**src/hdl/oai_pkg.sv**
```systemverilog
// Shared constants and types for the ordered array insert/remove core.
// No dependencies; imported by the core top level and oai_ctrl.
package oai_pkg;

  localparam int CAPACITY = 16;
  localparam int IDX_W    = (CAPACITY > 1) ? $clog2(CAPACITY) : 1;
  localparam int CNT_W    = $clog2(CAPACITY + 1);
  localparam int POS_W    = 5;
  localparam int COUNT_W  = 5;
  localparam int DATA_W   = 32;
  localparam int CMP_W    = (POS_W > CNT_W) ? POS_W : CNT_W;

  typedef enum logic [2:0] {
    REQ_APPEND = 3'd0,
    REQ_INSERT = 3'd1,
    REQ_REMOVE = 3'd2,
    REQ_READ   = 3'd3,
    REQ_UPDATE = 3'd4
  } req_kind_t;

  localparam logic [1:0] ST_OK    = 2'd0;
  localparam logic [1:0] ST_FULL  = 2'd1;
  localparam logic [1:0] ST_RANGE = 2'd2;

  typedef struct packed {
    logic signed [DATA_W-1:0] value;
    logic [1:0]               status;
    logic [COUNT_W-1:0]       count;
  } res_t;

endpackage

```
**src/hdl/ordered_array_insert_remove_core.sv**
```systemverilog
// Top level of the ordered array insert/remove core: output register and checks.
// Depends on oai_pkg and oai_ctrl.

// Fixed-capacity ordered list of signed 32-bit words (CAPACITY entries) kept in
// one synchronous RAM. Every accepted request returns one result with the
// count after the request. Append, update, insert at the count, remove of
// the last entry, unknown kinds and every rejected request go straight to
// the result; read waits for the registered RAM read; insert moves the
// entries from the position up and then writes the word; remove moves down
// the entries above the position. Moves go through the single RAM read and
// write port, one entry per cycle. A result can wait in the output register
// while the next request is taken.
module ordered_array_insert_remove_core (
  input  logic                              clk,
  input  logic                              rst,
  input  logic                              in_valid,
  output logic                              in_stall,
  input  logic [2:0]                        req_type,
  input  logic [oai_pkg::POS_W-1:0]         position,
  input  logic signed [oai_pkg::DATA_W-1:0] data_word,
  output logic                              out_valid,
  input  logic                              out_stall,
  output logic signed [oai_pkg::DATA_W-1:0] read_value,
  output logic [1:0]                        status,
  output logic [oai_pkg::COUNT_W-1:0]       count
);
  import oai_pkg::*;

  logic res_valid;
  logic res_ready;
  res_t res;

  oai_ctrl u_ctrl (
    .clk       (clk),
    .rst       (rst),
    .in_valid  (in_valid),
    .in_stall  (in_stall),
    .req_type  (req_type),
    .position  (position),
    .data_word (data_word),
    .res_valid (res_valid),
    .res_ready (res_ready),
    .res       (res)
  );

  assign res_ready = !out_valid || !out_stall;

  always_ff @(posedge clk) begin
    if (rst) begin
      out_valid <= 1'b0;
    end else if (res_ready) begin
      out_valid <= res_valid;
    end
  end

  always_ff @(posedge clk) begin
    if (res_valid && res_ready) begin
      read_value <= res.value;
      status     <= res.status;
      count      <= res.count;
    end
  end

  a_count_bound: assert property (@(posedge clk) disable iff (rst)
    out_valid |-> (count <= COUNT_W'(CAPACITY)))
    else $error("count above capacity");

  a_full_count: assert property (@(posedge clk) disable iff (rst)
    (out_valid && status == ST_FULL) |-> (count == COUNT_W'(CAPACITY)))
    else $error("full status with room left");

  a_err_value: assert property (@(posedge clk) disable iff (rst)
    (out_valid && status == ST_RANGE) |-> (read_value == 0 || read_value == -1))
    else $error("bad value on range error");

  a_ok_status: assert property (@(posedge clk) disable iff (rst)
    out_valid |-> (status == ST_OK || status == ST_FULL || status == ST_RANGE))
    else $error("undefined status code");

endmodule

```
**src/hdl/oai_ram.sv**
```systemverilog
// Simple dual-port RAM, one write and one registered read port.
// Generic; no package dependency.
module oai_ram #(
  parameter int DEPTH  = 16,
  parameter int WIDTH  = 32,
  parameter int ADDR_W = (DEPTH > 1) ? $clog2(DEPTH) : 1
) (
  input  logic              clk,
  input  logic              we,
  input  logic [ADDR_W-1:0] waddr,
  input  logic [WIDTH-1:0]  wdata,
  input  logic              re,
  input  logic [ADDR_W-1:0] raddr,
  output logic [WIDTH-1:0]  rdata
);

  logic [WIDTH-1:0] mem [DEPTH];

  always_ff @(posedge clk) begin
    if (we) begin
      mem[waddr] <= wdata;
    end
  end

  always_ff @(posedge clk) begin
    if (re) begin
      rdata <= mem[raddr];
    end
  end

endmodule

```
**src/hdl/oai_ctrl.sv**
```systemverilog
// Request sequencer: bounds checks, fill count, and entry moves through the RAM.
// Depends on oai_pkg and oai_ram.
module oai_ctrl (
  input  logic                        clk,
  input  logic                        rst,
  input  logic                        in_valid,
  output logic                        in_stall,
  input  logic [2:0]                  req_type,
  input  logic [oai_pkg::POS_W-1:0]   position,
  input  logic signed [oai_pkg::DATA_W-1:0] data_word,
  output logic                        res_valid,
  input  logic                        res_ready,
  output oai_pkg::res_t               res
);
  import oai_pkg::*;

  typedef enum logic [4:0] {
    S_IDLE  = 5'b00001,
    S_SHIFT = 5'b00010,
    S_READ  = 5'b00100,
    S_PUT   = 5'b01000,
    S_HOLD  = 5'b10000
  } state_t;

  state_t             state;
  logic [CNT_W-1:0]   fill;
  logic [IDX_W-1:0]   src;
  logic [IDX_W-1:0]   last;
  logic               src_done;
  logic               pend;
  logic [IDX_W-1:0]   pend_dst;
  logic               ins;
  logic [IDX_W-1:0]   pos_r;
  logic [DATA_W-1:0]  word_r;

  logic               accept;
  logic               full;
  logic               ins_ok;
  logic               idx_ok;
  logic [CMP_W-1:0]   pos_c;
  logic [CMP_W-1:0]   fill_c;
  logic [IDX_W-1:0]   pos_idx;

  logic               we;
  logic [IDX_W-1:0]   waddr;
  logic [DATA_W-1:0]  wdata;
  logic               re;
  logic [IDX_W-1:0]   raddr;
  logic [DATA_W-1:0]  rdata;

  oai_ram #(.DEPTH(CAPACITY), .WIDTH(DATA_W)) u_ram (
    .clk   (clk),
    .we    (we),
    .waddr (waddr),
    .wdata (wdata),
    .re    (re),
    .raddr (raddr),
    .rdata (rdata)
  );

  assign in_stall  = !((state == S_IDLE) || ((state == S_HOLD) && res_ready));
  assign accept    = in_valid && !in_stall;
  assign res_valid = (state == S_HOLD);

  assign pos_c   = CMP_W'(position);
  assign fill_c  = CMP_W'(fill);
  assign pos_idx = IDX_W'(position);
  assign full    = (fill_c >= CMP_W'(CAPACITY));
  assign ins_ok  = !full && (pos_c <= fill_c);
  assign idx_ok  = (pos_c < fill_c);

  always_comb begin
    we    = 1'b0;
    waddr = pos_idx;
    wdata = data_word;
    re    = 1'b0;
    raddr = pos_idx;
    if (accept) begin
      case (req_kind_t'(req_type))
        REQ_APPEND: begin
          we    = !full;
          waddr = IDX_W'(fill);
        end
        REQ_INSERT: we = ins_ok && (pos_c == fill_c);
        REQ_UPDATE: we = idx_ok;
        REQ_READ:   re = idx_ok;
        default: ;
      endcase
    end else if (state == S_SHIFT) begin
      we    = pend;
      waddr = pend_dst;
      wdata = rdata;
      re    = !src_done;
      raddr = src;
    end else if (state == S_PUT) begin
      we    = 1'b1;
      waddr = pos_r;
      wdata = word_r;
    end
  end

  always_ff @(posedge clk) begin
    if (rst) begin
      state    <= S_IDLE;
      fill     <= '0;
      pend     <= 1'b0;
      src_done <= 1'b0;
    end else begin
      unique case (state) inside
        S_IDLE, S_HOLD: begin
          if (accept) begin
            res.value  <= '0;
            res.status <= ST_OK;
            res.count  <= COUNT_W'(fill);
            state      <= S_HOLD;
            pos_r      <= pos_idx;
            word_r     <= data_word;
            src_done   <= 1'b0;
            pend       <= 1'b0;
            case (req_kind_t'(req_type))
              REQ_APPEND: begin
                if (full) begin
                  res.status <= ST_FULL;
                end else begin
                  fill      <= fill + 1'b1;
                  res.count <= COUNT_W'(fill + 1'b1);
                end
              end
              REQ_INSERT: begin
                if (full) begin
                  res.status <= ST_FULL;
                end else if (!ins_ok) begin
                  res.status <= ST_RANGE;
                end else begin
                  fill      <= fill + 1'b1;
                  res.count <= COUNT_W'(fill + 1'b1);
                  if (pos_c != fill_c) begin
                    src   <= IDX_W'(fill - 1'b1);
                    last  <= pos_idx;
                    ins   <= 1'b1;
                    state <= S_SHIFT;
                  end
                end
              end
              REQ_REMOVE: begin
                if (!idx_ok) begin
                  res.status <= ST_RANGE;
                end else begin
                  fill      <= fill - 1'b1;
                  res.count <= COUNT_W'(fill - 1'b1);
                  if (pos_c != fill_c - 1'b1) begin
                    src   <= pos_idx + 1'b1;
                    last  <= IDX_W'(fill - 1'b1);
                    ins   <= 1'b0;
                    state <= S_SHIFT;
                  end
                end
              end
              REQ_READ: begin
                if (!idx_ok) begin
                  res.status <= ST_RANGE;
                  res.value  <= '1;
                end else begin
                  state <= S_READ;
                end
              end
              REQ_UPDATE: begin
                if (!idx_ok) begin
                  res.status <= ST_RANGE;
                end
              end
              default: ;
            endcase
          end else if (state == S_HOLD && res_ready) begin
            state <= S_IDLE;
          end
        end
        S_SHIFT: begin
          if (!src_done) begin
            pend     <= 1'b1;
            pend_dst <= ins ? src + 1'b1 : src - 1'b1;
            if (src == last) begin
              src_done <= 1'b1;
            end else begin
              src <= ins ? src - 1'b1 : src + 1'b1;
            end
          end else begin
            pend  <= 1'b0;
            state <= ins ? S_PUT : S_HOLD;
          end
        end
        S_READ: begin
          res.value <= rdata;
          state     <= S_HOLD;
        end
        S_PUT: state <= S_HOLD;
        default: state <= S_IDLE;
      endcase
    end
  end

endmodule
```
**config.mk**
```make
export PLATFORM = sky130hd
export DESIGN_NAME = ordered_array_insert_remove_core
export DESIGN_NICKNAME = d
export VERILOG_FILES = /design/src/hdl/oai_pkg.sv /design/src/hdl/ordered_array_insert_remove_core.sv /design/src/hdl/oai_ram.sv /design/src/hdl/oai_ctrl.sv
export SDC_FILE = /design/constraint.sdc
export NUM_CORES = 1
export LEC_CHECK = 0
export BUFFER_PORTS_ARGS = -buffer_cell sky130_fd_sc_hd__buf_2
export CAP_MARGIN = 20
export CORE_ASPECT_RATIO = 0.8
export CORE_MARGIN = 2
export CORE_UTILIZATION = 60
export DETAILED_ROUTE_END_ITERATION = 10
export HOLD_SLACK_MARGIN = 0.05
export PLACE_DENSITY = 0.82
export REMOVE_ABC_BUFFERS = 1
export SLEW_MARGIN = 20
export SYNTH_ARGS = -nofsm -noshare
export SYNTH_HDL_FRONTEND = slang
export SYNTH_SLANG_ARGS = --single-unit
```
**constraint.sdc**
```tcl
create_clock -name clk -period 13.03 [get_ports clk]
set_input_delay 2.606 -clock clk [delete_from_list [all_inputs] [get_ports clk]]
set_output_delay 2.606 -clock clk [all_outputs]
set_load 0.01 [all_outputs]
```
=== Word-level counts from Yosys, hierarchy flattened ===
Memories as Yosys holds them, arrays and structs flattened. A register that Yosys moved wholly into a read port is not among the register bits.
Index checks and enable logic that the tools add are counted.

* Logic and storage cells: 157
* Flip-flop bits (word level): 140
* Memories kept: 1
* Output and inout bits: 41
* Bits in writable memories: 512

* Bitwise operators: 2
* Add/subtract/negate cells: 5
* Reduce and logical (&&, ||, !) cells: 26
* Multiplexer cells: 74
* Order comparisons: 3
* Equality and inequality tests: 29

{| class="wikitable"
|+ Memory list
! memory !! depth !! bits a word !! read ports !! clocked after memory_dff !! wr ports !! RTL line !! RTL
|-
| u_ctrl.u_ram.mem || 16 || 32 || 1 || 1 || 1 || oai_ram.sv:17 || <nowiki>logic [WIDTH-1:0] mem [DEPTH];</nowiki>
|}

{| class="wikitable"
|+ Operators by type and width
! kind !! count
|-
| $mux W32 || 4
|-
| $mux W4 || 21
|-
| $mux W5 || 14
|-
| $pmux W32 S2 || 1
|-
| $pmux W5 S3 || 3
|-
| $mux W39 || 1
|-
| $mux W34 || 1
|-
| $pmux W4 S2 || 3
|-
| $mux W1 || 18
|-
| $ne A3 B2 Y1 const B || 5
|-
| $ne A2 B1 Y1 const B || 6
|-
| $reduce_and A11 Y1 || 1
|-
| $ne A5 B5 Y1 || 2
|-
| $reduce_and A3 Y1 || 3
|-
| $reduce_and A9 Y1 || 1
|-
| $add A4 B1 Y4 const B || 2
|-
| $pmux W2 S4 || 1
|-
| $eq A3 B2 Y1 const B || 2
|-
| $mux W2 || 3
|-
| $ne A2 B2 Y1 const B || 3
|-
| $ne A3 B3 Y1 const B || 2
|-
| $pmux W1 S2 || 3
|-
| $reduce_and A2 Y1 || 3
|-
| $reduce_bool A2 Y1 || 3
|-
| other kinds (22) || 33
|}

=== Longest topological paths before layout ===
* Depth after elaboration: 8
* Gate-level depth with buffers: 10
* Depth with buffers taken out: 8

=== By module ===
Synthesis repeated with hierarchy kept, for this count alone.

* Cell total of the unflattened synthesis: 1397
* Area, all modules: 26689.3 um^2

{| class="wikitable"
|+ Modules (own cells, without submodules)
! module !! area an instance (um^2) !! seq. area each (um^2) !! instances !! cells an instance
|-
| oai_ram || 20174.3 || 16335.7 || 1 || 838
|-
| oai_ctrl || 5305.1 || 2882.8 || 1 || 515
|-
| ordered_array_insert_remove_core || 1209.9 || 1191.1 || 1 || 44
|}

=== Worst setup path after synthesis ===
Ideal clock, no wire load.

* Path kind: input to register
* From: in position[0] (netlist bit)
* To: mem u_ctrl.u_ram.mem[4][0], enable pin
* Stages: 9
* Setup time: 0.468 ns
* Setup slack: 5.857 ns
* Arrival: 6.705 ns
* Cell sequence: clkbuf_1 > inv_1 > ha_1 > nand2_1 > o21ai_0 > a32o_1 > a32o_1 > o2111ai_1 > nor3b_1

* Cells in the longest elaborated chain, start to end: 7
* Elaborated cells on any way between the ends: 13

{| class="wikitable"
|+ Ends and longest elaborated chain
! item !! RTL line !! RTL
|-
| start: declaration || ordered_array_insert_remove_core.sv:19 || <nowiki>input logic [oai_pkg::POS_W-1:0] position,</nowiki>
|-
| $le A5 B5 Y1 || oai_ctrl.sv:69 || <nowiki>assign ins_ok = !full && (pos_c <= fill_c);</nowiki>
|-
| $logic_and A1 B1 Y1 || oai_ctrl.sv:69 ||
|-
| $logic_and A1 B1 Y1 || oai_ctrl.sv:84 || <nowiki>REQ_INSERT: we = ins_ok && (pos_c == fill_c);</nowiki>
|-
| $pmux W1 S3 || oai_ctrl.sv:79 || <nowiki>case (req_kind_t'(req_type))</nowiki>
|-
| $mux W1 || oai_ctrl.sv:78 || <nowiki>if (accept) begin</nowiki>
|-
| $mux W1 || oai_ram.sv:20 || <nowiki>if (we) begin</nowiki>
|-
| $mux W1 (implied by the code) || oai_ram.sv:21 || <nowiki>mem[waddr] <= wdata;</nowiki>
|-
| end: declaration || oai_ram.sv:17 ||
|}

Parallel ways exist; a longest one is shown, timed or not.

=== Worst setup path in the final report ===
* From: in out_stall
* To: out in_stall

* Cells in the longest elaborated chain, start to end: 5

{| class="wikitable"
|+ Ends and longest elaborated chain
! item !! RTL line !! RTL
|-
| start: declaration || ordered_array_insert_remove_core.sv:22 || <nowiki>input logic out_stall,</nowiki>
|-
| $logic_not A1 Y1 || ordered_array_insert_remove_core.sv:46 || <nowiki>assign res_ready = !out_valid || !out_stall;</nowiki>
|-
| $logic_or A1 B1 Y1 || ordered_array_insert_remove_core.sv:46 ||
|-
| $logic_and A1 B1 Y1 || oai_ctrl.sv:61 || <nowiki>assign in_stall = !((state == S_IDLE) || ((state == S_HOLD) && res_ready));</nowiki>
|-
| $logic_or A1 B1 Y1 || oai_ctrl.sv:61 ||
|-
| $logic_not A1 Y1 || oai_ctrl.sv:61 ||
|-
| end: declaration || ordered_array_insert_remove_core.sv:17 || <nowiki>output logic in_stall,</nowiki>
|}

Every way passes these cells.

==> reports/metrics.csv <==
stage;metric;value;unit
critical_path;cp-startpoint;out_stall;
timing;finalHoldViolations;0;
grt;gr-total-overflow;0;
timing;fin_skew;24.82;ps
cells_and_area;drive_above_1_share;13.38;%
clock_network;cts_sinks;684;
cells_and_area;nets;2045;
timing;maxSlewViolCount;0;
pwr;powerDensity;144.2;mW/mm^2
floorplanning;die_area;0.04847;sq mm
pwr;p_leak;0.01060;uW
drt;firstDrtPassIters;7;
timing;rsz0062_at_grt;no;
critical_path;ff2ff_setup_slack;8690;ps
cells_and_area;syn_to_final_growth;12.58;%
critical_path;critPathKind;in -> out;
drt;routed_wl;71.82;mm
grt;grt_max_degree;66;
synthesis;async_reset_ff_share;0;%
grt;grt_use_total;29.32;%
critical_path;r2r_start;u_ctrl.state[4];
critical_path;critPathMaxFanout;8;
synthesis;ys_seq_elements;684;
timing;tns;0;ps
floorplanning;die_h;197.3;um
critical_path;required;10420;ps
synthesis;synth.distinct_cells;68;
synthesis;synthFlopType;edfxtp_1;
placed_design;place.detailed.hpwl;40.09;mm
cells_and_area;antenna_cells;0;
drt;drtIter0Drc;2457;
clock_network;cts_tree;done;
synthesis;yosysWarnings;0;
critical_path;cpPeakStageDelay;510;ps
placed_design;port_buffers;84;
synthesis;synth_top_cell_area_share;71.89;%
grt;grt_antenna_before_repair;0;
grt;grt_pass1_wl;105.8;mm
min_path;hold-path-cell-count;0;
clock_network;htreeDepth;3;
synthesis;synth-edff-count;671;
critical_path;cp_slowest_cell;o21ai_1;
synthesis;synth-seq-area-share;72.81;%
floorplanning;die_w;245.7;um
clock_network;cts_buffers;66;
drt;antenna_left;0;
min_path;hp-start;u_ctrl.res[11];
drt;drc;0;
pwr;ir_drop;121.3;uV
cells_and_area;fin_util;68.76;%
timing;relSlewSlack;20.90;%
critical_path;crit_arrival;3730;ps
synthesis;synth_area;0.02803;sq mm
critical_path;worst_path_most_repeated_cell;buf_2;
timing;setup_viol;0;
timing;fin_crit_sh;48.62;%
placed_design;place_congestion;0.8403;
critical_path;worstReg2RegEnd;u_ctrl.u_ram.rdata[12];
clock_network;clk_pin_slew;60;ps
job;timing.max_cap.violations;0;
synthesis;synth_area_leaders;edfxtp_1 (72%), mux2i_1 (3.7%), o22ai_1 (2.8%);
clock_network;ctsResizeCount;0;
critical_path;reg2reg_depth;7;
clock_network;cts_setup_buffers;0;
drt;avgViaCountPerCell;6.891;
run_status;status;completed;
synthesis;synth_cells;1929;
floorplanning;std_cell_rows;70;
floorplanning;core_area;0.04589;sq mm
clock_network;clockBufferDepth;3;
floorplanning;start_util;61.07;%
floorplanning;ios;85;
drt;wire_per_inst;27.15;um
critical_path;cp-start-kind;input port;
critical_path;crit_chain;buf_2 -> and2_1 -> o21ai_1 -> nand2_1 -> buf_2;
min_path;min_path_type;reg -> reg;
synthesis;yosysTopAreaCell;edfxtp_1;
timing;worst_slew_pin_slew;1182;ps
synthesis;synth.avg_cell_area;14.53;sq um
grt;grt_pass1_vias;17790;
clock_network;worstSkewPairLatency;610;ps
min_path;hold-path-endpoint;read_value[4];
timing;fin_crit;6336;ps
critical_path;cp-end-kind;primary output;
drt;vias;18230;
clock_network;postCtsHoldBufs;0;
timing;fmax;157.8;MHz
clock_network;cts_root_buf;clkbuf_16;
==> where the power goes <==
| part | internal (uW) | switching (uW) | total (uW) | leakage (uW) |
|---|---|---|---|---|
| logic | 72.7 | 176 | 249 | 0.00340 |
| clock network | 1050 | 801 | 1850 | 0.00100 |
| registers | 2440 | 10.5 | 2450 | 0.00620 |
==> placed cells by master (no fill, tap or decap), drive strengths merged, types with 21 or more instances in the layout <==
master	netlist	routed
edfxtp	671	671
nor2	190	190
buf	32	130
o22ai	127	127
o21ai	116	116
mux2i	103	103
a211oi	98	98
clkbuf	104	76
nand2	64	64
nor3	54	54
or4	35	35
a21o	34	34
a21oi	32	32
clkinv	0	23
nor4b	22	22
a21boi	21	21
a2111oi	21	21
==> how the worst max path moves through the flow <==
stage                                    endpoint  cells past startpoint
after detailed placement  u_ctrl.u_ram.mem[12][6]                      9
after CTS                                in_stall                      5
after floorplan            u_ctrl.u_ram.mem[4][0]                      7
after global placement    u_ctrl.u_ram.mem[12][5]                      9
final                                    in_stall                      5
after global routing                     in_stall                      5
==> layer usage <==
| layer | vias up | global-route usage [%] | wire, um |
|---|---|---|---|
| met4 | 0 | 10.08 | 2234 |
| met3 | 185 | 6.263 | 8229 |
| met2 | 1286 | 45.43 | 33220 |
| met1 | 8982 | 41.80 | 28130 |
| li1 | 7774 | - | - |
| met5 | - | 0 | 0 |
==> final cells by class <==
type / instances / area [sq um]
flip-flops and latches: 684 / 20410
fillers: 2909 / 14340
multi-input cells: 1094 / 7209
clock buffers: 76 / 1753
repair buffers: 130 / 1064
well taps: 612 / 765.7
clock inverters: 34 / 297.8
inverters: 15 / 56.30
==> state kept, by name, summed over array words and instances (netlist names) <==
signal / flops
u_ctrl.state: 5
u_ctrl.word_r: 32
out_valid: 1
u_ctrl.u_ram.mem: 512
read_value: 32
status: 2
u_ctrl.pos_r: 4
u_ctrl.ins: 1
u_ctrl.pend_dst: 4
u_ctrl.res: 39
u_ctrl.last: 4
u_ctrl.src_done: 1
u_ctrl.u_ram.rdata: 32
u_ctrl.src: 4
count: 5
u_ctrl.fill: 5
u_ctrl.pend: 1
==> critical path, delay by kind of cell <==
family | cells | cell delay [ps]
compound gates | 1 | 510
buf+inv | 2 | 270
simple gates | 2 | 330
==> cells by family after synthesis <==
kind of cell / after synthesis / share of synthesized area, %
AOI/OAI and AO/OA: 521 / 12.35
muxes: 106 / 3.799
and+or+nand+nor: 435 / 7.624
xor gates and xnor gates: 22 / 0.6874
buffers and inverters: 151 / 2.277
adders and majority gates: 10 / 0.4464
DFF: 684 / 72.81
==> through the flow <==
stage          area (sq um)  hold WS [ps]  power (uW)  setup WS [ps]  std cells
2_1_floorplan         27450         400.3        2640           6096       1793
3_3_place_gp          29040         401.1        2727           6662       2517
3_5_place_dp          29150         404.5        2739           6581       2521
4_1_cts               31200         413.7        4549           6702       2631
6_report              31560         408.5        4550           6694       2645
5_1_grt               31560         423.3        4655           6634       2645
==> cells in the mapped netlist (all sizes together), types with 9 or more instances <==
cell type  count
a21oi         32
edfxtp       671
nor3          54
nor2         190
buf           32
nand2b         9
nand2         64
a2111oi       21
a21o          34
mux2i        103
nand3         20
ha            10
or4           35
dfxtp         13
a31oi         11
nor4b         22
a211oi        98
inv           15
o22ai        127
a21boi        21
clkbuf       104
o221ai        11
o21ai        116
xnor2         16
Power figures use the tool's default switching activity.
